### config.mk
export PLATFORM = sky130hd
export DESIGN_NAME = bss_ctrl
export DESIGN_NICKNAME = d
export VERILOG_FILES = /design/src/rtl/bss_pkg.sv /design/src/rtl/bss_ctrl.sv
export SDC_FILE = /design/constraint.sdc
export NUM_CORES = 1
export LEC_CHECK = 0
export BUFFER_PORTS_ARGS = -buffer_cell sky130_fd_sc_hd__buf_4
export CAP_MARGIN = 25
export CORE_AREA = 5 5 42 44
export CTS_BUF_LIST = sky130_fd_sc_hd__clkbuf_8 sky130_fd_sc_hd__clkbuf_16
export DETAILED_ROUTE_END_ITERATION = 10
export DIE_AREA = 0 0 47 49
export PLACE_DENSITY = 0.46
export RECOVER_POWER = 100
export SLEW_MARGIN = 15
export SYNTH_ARGS = -nofsm -noshare
export SYNTH_HDL_FRONTEND = slang
export SYNTH_SLANG_ARGS = --single-unit
export TNS_END_PERCENT = 50
### constraint.sdc
create_clock -name clk_i -period 0.85 [get_ports clk_i]
set_input_delay 0.0425 -clock clk_i [delete_from_list [all_inputs] [get_ports clk_i]]
set_output_delay 0.0425 -clock clk_i [all_outputs]
set_load 0.02 [all_outputs]
### src/rtl/bss_pkg.sv
// ----------------------------------------------------------------------------
// bss_pkg
// shared constants, controller states and the command/status bundles of the
// batch signal statistics block
// ----------------------------------------------------------------------------
package bss_pkg;

  // block geometry
  localparam int MAX_SAMPLES = 1024;
  localparam int SAMPLE_BITS = 24;

  // derived widths
  localparam int CNT_W      = $clog2(MAX_SAMPLES + 1);
  localparam int ADDR_W     = $clog2(MAX_SAMPLES);
  localparam int SUM_W      = SAMPLE_BITS + CNT_W;
  localparam int SQ_W       = 2 * SAMPLE_BITS;
  localparam int VAR_W      = SQ_W + CNT_W;
  localparam int DIV_W      = VAR_W;
  localparam int DIV_CNT_W  = $clog2(DIV_W + 1);
  localparam int ROOT_W     = (DIV_W + 1) / 2;
  localparam int RAD_W      = 2 * ROOT_W;
  localparam int ROOT_CNT_W = $clog2(ROOT_W + 1);

  // fixed result widths
  localparam int STD_W   = 24;
  localparam int CROSS_W = 10;
  localparam logic [CROSS_W-1:0] CROSS_MAX = '1;

  typedef enum logic [3:0] {
    S_COLLECT,
    S_MEAN_START,
    S_MEAN_WAIT,
    S_VAR_START,
    S_VAR_WAIT,
    S_VDIV_START,
    S_VDIV_WAIT,
    S_SQRT_START,
    S_SQRT_WAIT,
    S_EMIT
  } state_e;

  typedef enum logic {
    DIV_MEAN,
    DIV_VAR
  } div_sel_e;

  typedef struct packed {
    logic     load;
    logic     div_start;
    div_sel_e div_sel;
    logic     var_start;
    logic     sqrt_start;
    logic     emit;
  } cmd_t;

  typedef struct packed {
    logic div_done;
    logic var_done;
    logic sqrt_done;
    logic out_busy;
  } status_t;

endpackage

### src/rtl/bss_ctrl.sv
// ----------------------------------------------------------------------------
// bss_ctrl
// phase sequencer: collect, mean divide, deviation pass, variance divide,
// square root, result hand-off
// ----------------------------------------------------------------------------
module bss_ctrl (
  input  logic             clk_i,
  input  logic             rst_ni,
  input  logic             in_valid_i,
  input  logic             last_sample_i,
  output logic             in_stall_o,
  output bss_pkg::cmd_t    cmd_o,
  input  bss_pkg::status_t status_i
);
  import bss_pkg::*;

  state_e state_q;
  state_e state_d;

  always_ff @(posedge clk_i or negedge rst_ni) begin
    if (!rst_ni) begin
      state_q <= S_COLLECT;
    end else begin
      state_q <= state_d;
    end
  end

  always_comb begin
    state_d = state_q;
    case (state_q)
      S_COLLECT: begin
        if (in_valid_i && last_sample_i) state_d = S_MEAN_START;
      end
      S_MEAN_START: state_d = S_MEAN_WAIT;
      S_MEAN_WAIT: begin
        if (status_i.div_done) state_d = S_VAR_START;
      end
      S_VAR_START: state_d = S_VAR_WAIT;
      S_VAR_WAIT: begin
        if (status_i.var_done) state_d = S_VDIV_START;
      end
      S_VDIV_START: state_d = S_VDIV_WAIT;
      S_VDIV_WAIT: begin
        if (status_i.div_done) state_d = S_SQRT_START;
      end
      S_SQRT_START: state_d = S_SQRT_WAIT;
      S_SQRT_WAIT: begin
        if (status_i.sqrt_done) state_d = S_EMIT;
      end
      S_EMIT: begin
        if (!status_i.out_busy) state_d = S_COLLECT;
      end
      default: state_d = S_COLLECT;
    endcase
  end

  always_comb begin
    cmd_o      = '0;
    in_stall_o = 1'b1;
    case (state_q)
      S_COLLECT: begin
        in_stall_o = 1'b0;
        cmd_o.load = in_valid_i;
      end
      S_MEAN_START: begin
        cmd_o.div_start = 1'b1;
        cmd_o.div_sel   = DIV_MEAN;
      end
      S_MEAN_WAIT: cmd_o.div_sel = DIV_MEAN;
      S_VAR_START: cmd_o.var_start = 1'b1;
      S_VDIV_START: begin
        cmd_o.div_start = 1'b1;
        cmd_o.div_sel   = DIV_VAR;
      end
      S_VDIV_WAIT: cmd_o.div_sel = DIV_VAR;
      S_SQRT_START: cmd_o.sqrt_start = 1'b1;
      S_EMIT: cmd_o.emit = !status_i.out_busy;
      default: cmd_o = '0;
    endcase
  end

endmodule

==> results.md <==
Outcome:
- The flow ran to the end, but the final reports show violations.
- The checks that failed: setup timing.

Logic synthesis:
- Yosys printed 0 warnings.
- The post-synthesis share of cell area spent on full adders, half adders and majority gates is 0%.
- The netlist area before placement is 251 um2.
- By area the synthesized netlist is led by sky130_fd_sc_hd__dfrtp_1, sky130_fd_sc_hd__and3_1, sky130_fd_sc_hd__nor2b_1.
- After synthesis, the largest family of logic cells by area is simple AND/OR/NAND/NOR gates.
- The xor/xnor share of the synthesized area is 6.97%.
- The area fraction of the dominant cell type after synthesis is 39.8%.
- The gate count of the mapped netlist is 28.
- The count of different cell masters after synthesis is 20.
- The proportion of synthesized area in mux cells is 3.98%.
- The post-synthesis share of cell area spent on and, or, nand and nor gates is 34.8%.
- The most used flip-flop cell after synthesis is sky130_fd_sc_hd__dfrtp_1.
- Yosys mapped a number of flops with a built-in enable equal to 0.
- The post-synthesis net count is 36.
- The compound-cell area share of the yosys netlist is 10.9%.
- Of all flip-flops after synthesis, the portion carrying an async set or reset was 100%.
- Summing the sequential cell areas from Yosys gives 39.8% of the chip area.
- Summed over all instances, the cell type with the most area after synthesis is sky130_fd_sc_hd__dfrtp_1.
- Counting flops and latches in the post-synthesis netlist gives 4.
- The mean instance size in the synthesized netlist is 8.98 um2.

Clock network:
- The total CTS buffers is 3.
- The longest clock path from root to sink contains 2 buffers.
- The H-tree depth is 1.
- The later pin in the worst-skew pair is clocked with a latency of 0.22 ns.
- The clock net in this run drives a total of 4 sinks.
- The clock transition at the register clock pins on the worst setup and hold paths after CTS is 0.03 ns.
- The root buffer cell chosen for the clock tree is sky130_fd_sc_hd__clkbuf_8.
- The CTS tree is built.

Power:
- The sequential cell fraction of total power is 20.4%.
- For this design the static power due to leakage is 0.268 nW.
- Internal power comes to 1.40 mW.
- Dividing total power by cell area gives a power density of 3950 mW/mm2.
- The clock network burns 17.6% of the power.
- Per report_power, the combinational group accounts for 61.9% of the total.
- The total net switching power is 840 uW.
- The worst-case vdd ir drop is 2500 uV.
- Net switching is 37.5% of the power.
- The post-layout total power is 2.24 mW.

Timing:
- The maximum clock skew at final layout is 0.00550 ns.
- The worst relative slew slack is 84.3%.
- Summed over all failing endpoints, the final setup total negative slack is -2.75 ns.
- Counting I/O delays and the setup requirement, the final critical path takes 1.21 ns.
- The smallest setup slack after layout is -0.360 ns.
- The share of the clock period used by the worst path is 142%.
- The tightest hold path in the finished design has a slack of 0.144 ns.
- The number of hold-slack violations in the final timing report was 0.
- Setup violations remaining at the end of the flow were counted as 10.
- The achievable clock frequency is 0.826 GHz.
- Setup repair after global routing could not meet its margin everywhere.
- At the pin with the least slew margin, the transition time is 0.235 ns.
- The number of slew-limit violations in the final report came to 0.

Setup path:
- Of all nets on the critical path, the largest fanout is 6.
- At the worst endpoint, the required time is 0.81 ns.
- The worst setup path is launched from a flop.
- The worst register-to-register path has a depth of 4.
- The cell at the slowest stage of the critical path is sky130_fd_sc_hd__dfrtp_2.
- The data arrival time of the critical path is 1.17 ns.
- Traced cell by cell, the critical path runs through xnor2_2 > nor2_2 > and2_4 > buf_6.
- STA classifies the critical path endpoint as an output pin.
- The worst setup path is of the reg2out kind.
- The maximum cell stage delay along the critical path is 0.45 ns.

Routing:
- After detailed routing, the number of vias per cell comes to 4.30.
- Dividing the detail-routed wire length by the instance count gives 11.5 um.
- The count of antenna-violating nets left after detailed routing is 0.
- For this block, the routed nets add up to 820 um of wire.
- In the routed design, unresolved DRC markers number 0.
- The first detailed-routing pass took 4 iterations.
- The iteration-0 DRC count of the detailed router is 1.
- The routed via count is 305.

Cells and area:
- The multi-input gate area in the final layout is 188 um2.
- The share of final-layout standard cells stronger than drive strength 1 is 76.4%.
- Fill cells in the final layout number 153.
- The register ranked first by flip-flop count is state_q.
- The number of flip-flops in the largest register is 4.
- The area growth from synthesis to layout is 125%.
- In the final layout, the registers with the most flip-flops are state_q x4.
- The count of placed standard cells in the final layout, fillers left out is 71.
- The final-stage net count is 65.
- The register cell area after layout is 105 um2.
- The count of antenna diodes in the layout is 0.
- The core occupancy in the finished layout is 40.4%.

Die:
- The region available for standard cell placement spans 0.00140 mm2.
- The die area is 0.00230 mm2.
- 15 I/O pins were placed.
- The total number of placement rows is 14.
- The initial cell density of the core is 17.9%.
- The height of the die is 49 um.
- The floorplan die width is 47 um.

Flow run:
- The max capacitance violation total is 0.

Global route:
- The maximum number of pins on one net before global-route repair is 7.
- The wire length of the first global-routing pass is 1350 um.
- The via count of the first global-routing pass is 334.
- The number of antenna violations at the first check in global routing was 0.
- Global routing finished with a remaining overflow of 0.
- Global routing used 8.19% of the available tracks.

Placement:
- At the end of routability-driven placement, the weighted congestion stood at 0.672.
- The number of placed instances, taps included, is 65.
- The total half-perimeter wirelength after legalization and detailed placement is 637 um.
- Port buffering added 14 buffers.

Min path:
- The tightest min-delay check is of the in2reg type.
- The worst hold path cell count is 3.
## synth_stat cells, types with 2 or more instances
| library cell | number |
|---|---|
| sky130_fd_sc_hd__dfrtp_1 | 4 |
| sky130_fd_sc_hd__nor2b_1 | 2 |
| sky130_fd_sc_hd__nor2_1 | 3 |
| sky130_fd_sc_hd__nand2_1 | 2 |
| sky130_fd_sc_hd__and3_1 | 2 |
## worst paths after layout
kind	from	end	slack, ns
worst max-delay path	state_q[0]	cmd_o[3]	-0.36
max in group asynchronous	rst_ni	state_q[1]	0.44
min in group asynchronous	rst_ni	state_q[0]	0.19
worst min-delay path	status_i[1]	state_q[0]	0.14
worst min register to register	state_q[3]	state_q[1]	0.61
worst max register to register	state_q[2]	state_q[0]	-0.18
## cell usage in the layout, fill, tap and decap left out, types with 2 or more instances in the layout
master,instances
sky130_fd_sc_hd__nor2_2,3
sky130_fd_sc_hd__clkbuf_8,3
sky130_fd_sc_hd__buf_6,6
sky130_fd_sc_hd__dfrtp_2,4
sky130_fd_sc_hd__buf_4,17
sky130_fd_sc_hd__nand2_1,2
## cell type report
type                       count  share of cell area (%)
multi-input combinational     22                    33.1
timing repair buffer          25                    36.9
sequential                     4                    18.5
tap                           16                    3.53
clock buffer                   3                    7.28
inverter                       1                   0.662
## power groups by stage
stage                     Sequential (mW)  Clock [mW]  Combinational, mW
after global routing                0.484       0.420               1.50
after detailed placement            0.405           0               1.13
final                               0.458       0.394               1.39
after floorplan                     0.393           0              0.624
after CTS                           0.449       0.403               1.37
after global placement              0.404           0               1.13
## critical path: cells and delay by family (launching register included)
kind                   cells  cell delay, ns
buffers and inverters      1            0.11
XOR/XNOR                   1            0.15
flip-flops                 1            0.45
AND/OR/NAND/NOR            2            0.24
## per-layer routing
metal / routed length [um] / part of all wire, % / track usage, % / vias up
met4: 0 / 0 / 2.76 / 0
met3: 118 / 14 / 4.80 / 0
met1: 318 / 39 / 9.53 / 139
met5: 0 / 0 / 0 / -
met2: 383 / 47 / 12.2 / 15
li1: - / - / - / 151
## per-stage QoR
stage	instance area (um2)	setup slack, ns
after floorplan	268	-0.211
after global placement	448	-0.205
after detailed placement	448	-0.211
after CTS	566	-0.378
after global routing	567	-0.413
final	567	-0.360
## cells by family (layout without fill, tap and decap cells)
kind of cell,count (synthesis),count (layout)
AND/OR/NAND/NOR,15,15
AO/OA/AOI/OAI,4,4
flip-flops,4,4
XOR/XNOR,2,2
buffers and inverters,2,29
multiplexers,1,1
## what timing repair did
item	CTS	global route
endpoints found under the hold margin	4	0
gates cloned	0	0
resized for setup	14	3
pin swaps	5	3
setup buffers	2	0
setup endpoints to repair	10	10
hold buffers	1	0
Power figures use the tool's default switching activity.
